## config.mk

```make
export PLATFORM = sky130hd
export DESIGN_NAME = layout_laplacian_row_builder
export DESIGN_NICKNAME = d
export VERILOG_FILES = /design/src/sv/llrb_pkg.sv /design/src/sv/layout_laplacian_row_builder.sv
export SDC_FILE = /design/constraint.sdc
export NUM_CORES = 2
export LEC_CHECK = 0
export BUFFER_PORTS_ARGS = -buffer_cell sky130_fd_sc_hd__buf_2
export CORE_MARGIN = 2
export CORE_UTILIZATION = 60
export CTS_CLUSTER_DIAMETER = 80
export DETAILED_ROUTE_END_ITERATION = 7
export PLACE_DENSITY = 0.8
export REMOVE_ABC_BUFFERS = 1
export SETUP_SLACK_MARGIN = 0.3
export SYNTH_ARGS = -nofsm -noshare
export SYNTH_HDL_FRONTEND = slang
export SYNTH_SLANG_ARGS = --single-unit
```

## constraint.sdc

```tcl
create_clock -name i_clk -period 25.7 [get_ports i_clk]
set_input_delay 5.14 -clock i_clk [delete_from_list [all_inputs] [get_ports i_clk]]
set_output_delay 5.14 -clock i_clk [all_outputs]
set_load 0.01 [all_outputs]
```

## src/sv/llrb_pkg.sv

```systemverilog
// Shared types and constants of the Laplacian row builder.
`default_nettype none
package llrb_pkg;

    localparam int MAX_NODES  = 1024;
    localparam int DIMENSIONS = 3;

    localparam logic [2:0] P_RESET = 3'd2;
    localparam logic [2:0] P_MAX   = 3'd4;

    localparam logic [47:0] MAG_LIMIT = 48'h8000_0000_0000;
    localparam logic [47:0] SUM_MAX   = 48'h7FFF_FFFF_FFFF;

    typedef struct packed {
        logic [9:0]         row_index;
        logic [9:0]         col_index;
        logic [23:0]        distance;
        logic signed [31:0] first_x;
        logic signed [31:0] first_y;
        logic signed [31:0] first_z;
        logic signed [31:0] second_x;
        logic signed [31:0] second_y;
        logic signed [31:0] second_z;
        logic               last_in_row;
    } t_cell;

    typedef struct packed {
        logic [9:0]         out_row;
        logic [9:0]         out_col;
        logic signed [47:0] entry_value;
        logic               saturated;
        logic               last_of_row;
    } t_entry;

endpackage
`default_nettype wire

```

## src/sv/layout_laplacian_row_builder.sv

```systemverilog
// Top level: bit-serial Laplacian row builder for stress majorization.
//
//  channel  | direction | handshake                    | payload
//  cell     | in        | i_cell_valid / o_cell_ready  | i_cell  (llrb_pkg::t_cell)
//  entry    | out       | o_entry_valid / i_entry_ready| o_entry (llrb_pkg::t_entry)
//  cfg      | in        | i_cfg_valid / o_cfg_ready    | i_cfg_data (distance exponent)
//
// An off-diagonal cell goes through shift-add squaring of each dimension, a square root,
// p-1 shift-add multiplications (p capped at P_MAX) and a restoring division.
// Other cells skip these steps; a cell that is last in its row adds a diagonal transfer.
// One cell is worked on at a time; the entry register holds a result until taken.
// Synchronous active-low reset clears control and diagonal sum and sets the exponent to its default.
`default_nettype none
module layout_laplacian_row_builder (
    input  wire logic            i_clk,
    input  wire logic            i_rst_n,
    input  wire logic            i_cell_valid,
    output logic                 o_cell_ready,
    input  wire llrb_pkg::t_cell i_cell,
    output logic                 o_entry_valid,
    input  wire logic            i_entry_ready,
    output llrb_pkg::t_entry     o_entry,
    input  wire logic            i_cfg_valid,
    output logic                 o_cfg_ready,
    input  wire logic [2:0]      i_cfg_data
);

    localparam logic [2:0] S_IDLE   = 3'd0;
    localparam logic [2:0] S_SQ     = 3'd1;
    localparam logic [2:0] S_SQRT   = 3'd2;
    localparam logic [2:0] S_CHK    = 3'd3;
    localparam logic [2:0] S_MUL    = 3'd4;
    localparam logic [2:0] S_DIV    = 3'd5;
    localparam logic [2:0] S_EMIT_E = 3'd6;
    localparam logic [2:0] S_EMIT_D = 3'd7;

    localparam logic [1:0] LAST_DIM = 2'(llrb_pkg::DIMENSIONS - 1);
    localparam logic [10:0] NODES   = 11'(llrb_pkg::MAX_NODES);

    logic [2:0]       r_state, n_state;
    logic [6:0]       r_cnt, n_cnt;
    logic [1:0]       r_dim, n_dim;
    llrb_pkg::t_cell  r_in, n_in;
    logic [2:0]       r_p, n_p;
    logic [2:0]       r_pe, n_pe;
    logic [65:0]      r_prod, n_prod;
    logic [66:0]      r_sum_sq, n_sum_sq;
    logic [69:0]      r_sqsh, n_sqsh;
    logic [34:0]      r_root, n_root;
    logic [37:0]      r_rem, n_rem;
    logic [106:0]     r_den, n_den;
    logic [106:0]     r_acc, n_acc;
    logic [2:0]       r_mulk, n_mulk;
    logic [80:0]      r_num, n_num;
    logic [106:0]     r_rq, n_rq;
    logic [48:0]      r_q, n_q;
    logic             r_qovf, n_qovf;
    logic [47:0]      r_mag, n_mag;
    logic             r_clip, n_clip;
    logic [47:0]      r_dsum, n_dsum;
    logic             r_dclip, n_dclip;
    llrb_pkg::t_entry r_out, n_out;
    logic             r_ovalid, n_ovalid;

    logic signed [32:0] w_diff;
    logic [32:0]        w_abs;
    logic [65:0]        w_prod;
    logic [37:0]        w_rem_sh, w_trial;
    logic [106:0]       w_acc;
    logic [107:0]       w_rs, w_rs_sub;
    logic               w_ge;
    logic [48:0]        w_qf;
    logic               w_qovf;
    logic [48:0]        w_dsum;
    logic               w_out_free;
    logic               w_offdiag;

    assign o_cell_ready  = (r_state == S_IDLE);
    assign o_cfg_ready   = 1'b1;
    assign o_entry_valid = r_ovalid;
    assign o_entry       = r_out;
    assign w_out_free    = !r_ovalid || i_entry_ready;
    assign w_offdiag     = (i_cell.row_index != i_cell.col_index)
                         && ({1'b0, i_cell.row_index} < NODES)
                         && ({1'b0, i_cell.col_index} < NODES);

    always_comb begin
        unique case (r_dim)
            2'd0:    w_diff = 33'(r_in.first_x) - 33'(r_in.second_x);
            2'd1:    w_diff = 33'(r_in.first_y) - 33'(r_in.second_y);
            2'd2:    w_diff = 33'(r_in.first_z) - 33'(r_in.second_z);
            default: w_diff = '0;
        endcase
    end
    assign w_abs  = w_diff[32] ? 33'(-w_diff) : 33'(w_diff);
    assign w_prod = {r_prod[64:0], 1'b0} + (w_abs[r_cnt[5:0]] ? {33'b0, w_abs} : 66'b0);

    assign w_rem_sh = {r_rem[35:0], r_sqsh[69:68]};
    assign w_trial  = {1'b0, r_root, 2'b01};

    assign w_acc = {r_acc[105:0], 1'b0} + (r_in.distance[r_cnt[4:0]] ? r_den : 107'b0);

    assign w_rs     = {r_rq, r_num[80]};
    assign w_ge     = w_rs >= {1'b0, r_den};
    assign w_rs_sub = w_rs - {1'b0, r_den};
    assign w_qf     = {r_q[47:0], w_ge};
    assign w_qovf   = r_qovf || r_q[48];

    assign w_dsum = {1'b0, r_dsum} + {1'b0, r_mag};

    always_comb begin
        n_state  = r_state;
        n_cnt    = r_cnt;
        n_dim    = r_dim;
        n_in     = r_in;
        n_p      = r_p;
        n_pe     = r_pe;
        n_prod   = r_prod;
        n_sum_sq = r_sum_sq;
        n_sqsh   = r_sqsh;
        n_root   = r_root;
        n_rem    = r_rem;
        n_den    = r_den;
        n_acc    = r_acc;
        n_mulk   = r_mulk;
        n_num    = r_num;
        n_rq     = r_rq;
        n_q      = r_q;
        n_qovf   = r_qovf;
        n_mag    = r_mag;
        n_clip   = r_clip;
        n_dsum   = r_dsum;
        n_dclip  = r_dclip;
        n_out    = r_out;
        n_ovalid = r_ovalid && !i_entry_ready;

        if (i_cfg_valid) begin
            n_p = i_cfg_data;
        end

        unique case (r_state)
            S_IDLE: begin
                if (i_cell_valid) begin
                    n_in     = i_cell;
                    n_pe     = (r_p > llrb_pkg::P_MAX) ? llrb_pkg::P_MAX : r_p;
                    n_prod   = '0;
                    n_sum_sq = '0;
                    n_dim    = '0;
                    n_cnt    = 7'd32;
                    if (w_offdiag) begin
                        n_state = S_SQ;
                    end else if (i_cell.last_in_row) begin
                        n_state = S_EMIT_D;
                    end
                end
            end
            S_SQ: begin
                n_prod = w_prod;
                n_cnt  = r_cnt - 7'd1;
                if (r_cnt == 7'd0) begin
                    n_sum_sq = r_sum_sq + {1'b0, w_prod};
                    n_prod   = '0;
                    n_cnt    = 7'd32;
                    n_dim    = r_dim + 2'd1;
                    if (r_dim == LAST_DIM) begin
                        n_sqsh  = {3'b0, n_sum_sq};
                        n_root  = '0;
                        n_rem   = '0;
                        n_cnt   = 7'd34;
                        n_state = S_SQRT;
                    end
                end
            end
            S_SQRT: begin
                n_sqsh = {r_sqsh[67:0], 2'b00};
                if (w_rem_sh >= w_trial) begin
                    n_rem  = w_rem_sh - w_trial;
                    n_root = {r_root[33:0], 1'b1};
                end else begin
                    n_rem  = w_rem_sh;
                    n_root = {r_root[33:0], 1'b0};
                end
                n_cnt = r_cnt - 7'd1;
                if (r_cnt == 7'd0) begin
                    n_state = S_CHK;
                end
            end
            S_CHK: begin
                n_den  = {72'b0, r_root};
                n_acc  = '0;
                n_rq   = '0;
                n_q    = '0;
                n_qovf = 1'b0;
                unique case (r_pe)
                    3'd0:    n_num = {41'b0, r_in.distance, 16'b0};
                    3'd1:    n_num = 81'b1 << 32;
                    3'd2:    n_num = 81'b1 << 48;
                    3'd3:    n_num = 81'b1 << 64;
                    default: n_num = 81'b1 << 80;
                endcase
                if (r_root == '0 || r_in.distance == '0) begin
                    n_mag   = llrb_pkg::MAG_LIMIT;
                    n_clip  = 1'b1;
                    n_state = S_EMIT_E;
                end else if (r_pe > 3'd1) begin
                    n_mulk  = r_pe - 3'd1;
                    n_cnt   = 7'd23;
                    n_state = S_MUL;
                end else begin
                    n_cnt   = 7'd80;
                    n_state = S_DIV;
                end
            end
            S_MUL: begin
                n_acc = w_acc;
                n_cnt = r_cnt - 7'd1;
                if (r_cnt == 7'd0) begin
                    n_den  = w_acc;
                    n_acc  = '0;
                    n_mulk = r_mulk - 3'd1;
                    n_cnt  = 7'd23;
                    if (r_mulk == 3'd1) begin
                        n_cnt   = 7'd80;
                        n_state = S_DIV;
                    end
                end
            end
            S_DIV: begin
                n_rq   = w_ge ? w_rs_sub[106:0] : w_rs[106:0];
                n_num  = {r_num[79:0], 1'b0};
                n_q    = w_qf;
                n_qovf = w_qovf;
                n_cnt  = r_cnt - 7'd1;
                if (r_cnt == 7'd0) begin
                    if (w_qovf || w_qf > {1'b0, llrb_pkg::MAG_LIMIT}) begin
                        n_mag  = llrb_pkg::MAG_LIMIT;
                        n_clip = 1'b1;
                    end else begin
                        n_mag  = w_qf[47:0];
                        n_clip = 1'b0;
                    end
                    n_state = S_EMIT_E;
                end
            end
            S_EMIT_E: begin
                if (w_out_free) begin
                    n_out.out_row     = r_in.row_index;
                    n_out.out_col     = r_in.col_index;
                    n_out.entry_value = 48'(48'd0 - r_mag);
                    n_out.saturated   = r_clip;
                    n_out.last_of_row = 1'b0;
                    n_ovalid          = 1'b1;
                    n_dclip           = r_dclip || r_clip;
                    if (w_dsum > {1'b0, llrb_pkg::SUM_MAX}) begin
                        n_dsum  = llrb_pkg::SUM_MAX;
                        n_dclip = 1'b1;
                    end else begin
                        n_dsum = w_dsum[47:0];
                    end
                    n_state = r_in.last_in_row ? S_EMIT_D : S_IDLE;
                end
            end
            S_EMIT_D: begin
                if (w_out_free) begin
                    n_out.out_row     = r_in.row_index;
                    n_out.out_col     = r_in.row_index;
                    n_out.entry_value = r_dsum;
                    n_out.saturated   = r_dclip;
                    n_out.last_of_row = 1'b1;
                    n_ovalid          = 1'b1;
                    n_dsum            = '0;
                    n_dclip           = 1'b0;
                    n_state           = S_IDLE;
                end
            end
            default: begin
                n_state = S_IDLE;
            end
        endcase
    end

    always_ff @(posedge i_clk) begin
        if (!i_rst_n) begin
            r_state  <= S_IDLE;
            r_ovalid <= 1'b0;
            r_p      <= llrb_pkg::P_RESET;
            r_dsum   <= '0;
            r_dclip  <= 1'b0;
        end else begin
            r_state  <= n_state;
            r_ovalid <= n_ovalid;
            r_p      <= n_p;
            r_dsum   <= n_dsum;
            r_dclip  <= n_dclip;
        end
    end

    always_ff @(posedge i_clk) begin
        r_cnt    <= n_cnt;
        r_dim    <= n_dim;
        r_in     <= n_in;
        r_pe     <= n_pe;
        r_prod   <= n_prod;
        r_sum_sq <= n_sum_sq;
        r_sqsh   <= n_sqsh;
        r_root   <= n_root;
        r_rem    <= n_rem;
        r_den    <= n_den;
        r_acc    <= n_acc;
        r_mulk   <= n_mulk;
        r_num    <= n_num;
        r_rq     <= n_rq;
        r_q      <= n_q;
        r_qovf   <= n_qovf;
        r_mag    <= n_mag;
        r_clip   <= n_clip;
        r_out    <= n_out;
    end

endmodule
`default_nettype wire

```

==> results.md <==
* Status: completed
* Die H at 357 um
* LEAKAGE at 34.0 nW
* WS Path Type: register to register
* Number of diodes at 0
* Seq/Total Area, Yosys at between 40 and 50%
* Register Area at 0.0335 mm2
* WL final at roughly 200 mm
* CTS tree: built
* Worst Max-Slew Pin Slew at 1.30 ns
* Mean routed wirelength per cell at 20.7 um
* Post-CTS Setup Repair Bufs at 0
* Final period util at approximately half
* GPL Wtd Cong at 0.971
* Final setup vio count at 0
* Peak Freq at approximately 79 MHz
* Pwr dens at 126 mW/mm2
* Die Footprint at approximately 0.13 mm2
* DP Wirelength at about 140 mm
* Via count at 60,900
* Row Count at approximately 130
* Register bit count reported by yosys at 1,135
* Worst Setup End Kind: register
* Switching power total at 0.00454 W
* Warnings, synthesis at 0
* Worst path required time at between 20 and 30 ns
* Die width at 357 um
* Largest net degree at the start of global routing at 100
* Via-per-instance ratio at between 6 and 7
* Peak VDD IR at 0.0000849 V
* Slew HR at 13.5%
* Final TNS setup at 0 ns
* Most common cell on crit path: o21ai_0
* Core area at 0.123 mm2
* Fillers at between 9,000 and 10,000
* Ys async rst share at 0%
* TritonRoute pass-1 iters at 8
* Gr usage total at 30.8%
* Post-synth cell types at 98
* Switching part of the total power at roughly 44%
* Fin crit period at 12.65 ns
* Sequential share of power at 27.6%
* Hold-fix buffers at CTS at 0
* Worst Hold Class: register to register
* Slowest stage cell, crit path: nor2_1
* First-pass GRT wire length at 316 mm
* Root buffer selected by CTS: clkbuf_16
* Cts bufs inserted at 119
* Starting Density at 60.4%
* Synth Cell Area at around 0.075 mm2
* Num ports at about 320
* Internal Power at 0.00575 W
* Remaining antenna violation count at 0
* RSZ-0062 raised after global routing: false
* Final hold vios at 0
* Post_cts resized at 0
* Logic pwr share at around 55%
* Initial antenna violation count at 1
* Worst-path maximum fanout at 31
* CTS H-Tree Depth at 3
* Clock Power Share at 17.6%
* Clk_skew at 0.0247 ns
* Number of max-cap violations at 0
* Power Total at 0.0103 W
* Clk_lat worst skew at 0.77 ns
* Slowest stage delay, CP at 0.98 ns
* Vias in the first global route at 58,500
* Multi-input gate area at 0.0384 mm2
* CTS clock-pin slew for the worst setup and hold paths at 0.07 ns
* Final nets at 8,641
* Crit path launch type: register
* PortBufs at roughly 320
* Layout area overhead at 9.43%
* Post-Synthesis Cells at about 7,700
* Max-slew violation count at 0
* Layout cell share with drive strength beyond 1 at 8.75%
* CTS Sinks at approximately 1,100
* CTS max path bufs at 3
* Crit path DAT at 13.10 ns
* GR Overflow Total at 0
* Syn Area/Cell at 9.64 um2
* DRC at 0
* Main synth FF type: edfxtp_1
* Initial DRC Count at 6,330
* Post-synth EDFFs at 1,079
cells in the final DEF, fill, tap and decap left out, types with 27 or more instances in the layout:
cell type and n:
edfxtp_1 1079, nor2_1 736, nand2_1 707, a21oi_1 672, ha_1 504, inv_1 407, o21ai_0 407, buf_2 316
xnor2_1 313, a21o_1 285, and3_1 231, xor2_1 208, nand3_1 152, and2_1 135, nand4_1 126, clkbuf_16 119
nor3_1 109, nor2b_1 103, nand2b_1 82, o21bai_1 77, o21a_1 76, a31oi_1 71, a211oi_1 69, nor4_1 64
buf_4 59, mux2i_1 57, dfxtp_1 55, a221o_1 50, or3_1 36, o31ai_1 35, o211ai_1 31, clkinv_2 27
state kept, by name, summed over array words and instances, names as in the netlist, 36 cells and up:
name      flops
r_in        237
r_sqsh       70
r_sum_sq     67
r_acc       106
r_prod       65
r_mag        48
r_rem        36
r_num        65
r_dsum       48
r_q          49
r_rq        107
o_entry      70
r_den       107
cell usage after synthesis (19+ instances only):
cell type	count	area, um2
edfxtp_1	1079	32400
nor2_1	741	2780
nand2_1	713	2680
a21oi_1	674	3370
ha_1	505	6320
o21ai_0	409	2050
inv_1	408	1530
clkbuf_1	326	1220
xnor2_1	313	2740
a21o_1	285	2140
and3_1	232	1450
xor2_1	208	1820
nand3_1	153	766
and2_1	136	851
nand4_1	126	788
nor3_1	110	551
nor2b_1	105	657
nand2b_1	82	513
o21bai_1	77	578
o21a_1	76	571
a31oi_1	72	450
a211oi_1	69	518
nor4_1	64	400
mux2i_1	58	581
dfxtp_1	56	1120
a221o_1	50	500
or3_1	37	231
o31ai_1	35	263
o211ai_1	31	233
a211o_1	26	228
or2_2	26	163
nand3b_1	22	165
or4_1	22	165
a21boi_0	20	150
a31o_2	19	166
a41oi_1	19	166
o31a_1	19	166
path summary, 6_finish.rpt:
| kind | startpoint | endpoint | slack (ns) | depth (start not counted) |
|---|---|---|---|---|
| worst max-delay path | r_in[173] | r_sqsh[65] | 13.05 | 44 |
| worst max register to register | r_in[173] | r_sqsh[65] | 13.05 | 44 |
| worst min-delay path | r_in[234] | o_entry[67] | 0.44 | 0 |
| worst min register to register | r_in[234] | o_entry[67] | 0.44 | 0 |
cell families after synthesis:
family          Yosys count  share of synthesized area (%)
simple gates           2630                           17.0
compound gates         2093                           18.0
flops                  1135                           45.0
buf+inv                 759                           3.85
xor+xnor                521                           6.12
fa+ha+maj               513                           8.69
mux                      84                           1.29
other cells               1                        0.00503
final cells by class:
cell class,instances,share of cell area [%]
Clock buffer,148,3.89
Timing Repair Buffer,375,2.48
Sequential cell,1135,41.1
Inverter,410,1.90
Multi-Input combinational cell,5842,47.0
Clock inverter,79,1.11
Tap cell,1637,2.51
metal layers:
metal / track usage [%] / routed length [um]
met2: 50.2 / 92700
met1: 42.8 / 85500
met5: 0 / 11
met4: 10.1 / 6110
met3: 4.09 / 15300
per-stage QoR:
stage | utilization, % | instances | setup WS (ns) | hold WS [ns] | area, um2
final | 66.1 | 9626 | 13.05 | 0.444 | 81600
after global routing | 66.1 | 9626 | 12.19 | 0.473 | 81600
after CTS | 66.1 | 9626 | 13.32 | 0.445 | 81600
after detailed placement | 62.8 | 9399 | 13.37 | 0.429 | 77500
after global placement | 62.8 | 9399 | 13.70 | 0.422 | 77500
after floorplan | - | 7387 | 12.19 | 0.420 | 73200
power by group through the flow:
stage | clock, W | sequential, W | combinational, W
4_1_cts | 0.00183 | 0.00284 | 0.00553
6_report | 0.00181 | 0.00284 | 0.00564
3_5_place_dp | 0 | 0.00287 | 0.00548
5_1_grt | 0.00189 | 0.00288 | 0.00619
3_3_place_gp | 0 | 0.00286 | 0.00536
2_1_floorplan | 0 | 0.00291 | 0.00413
critical path, delay by kind of cell, from the launching register on:
kind	cells	cell delay, ns
compound gates	26	6.78
flops	1	0.41
simple gates	8	2.65
fa+ha+maj	4	1.32
xor+xnor	3	0.66
buf+inv	3	0.51
(Power assumes the default switching activity.)
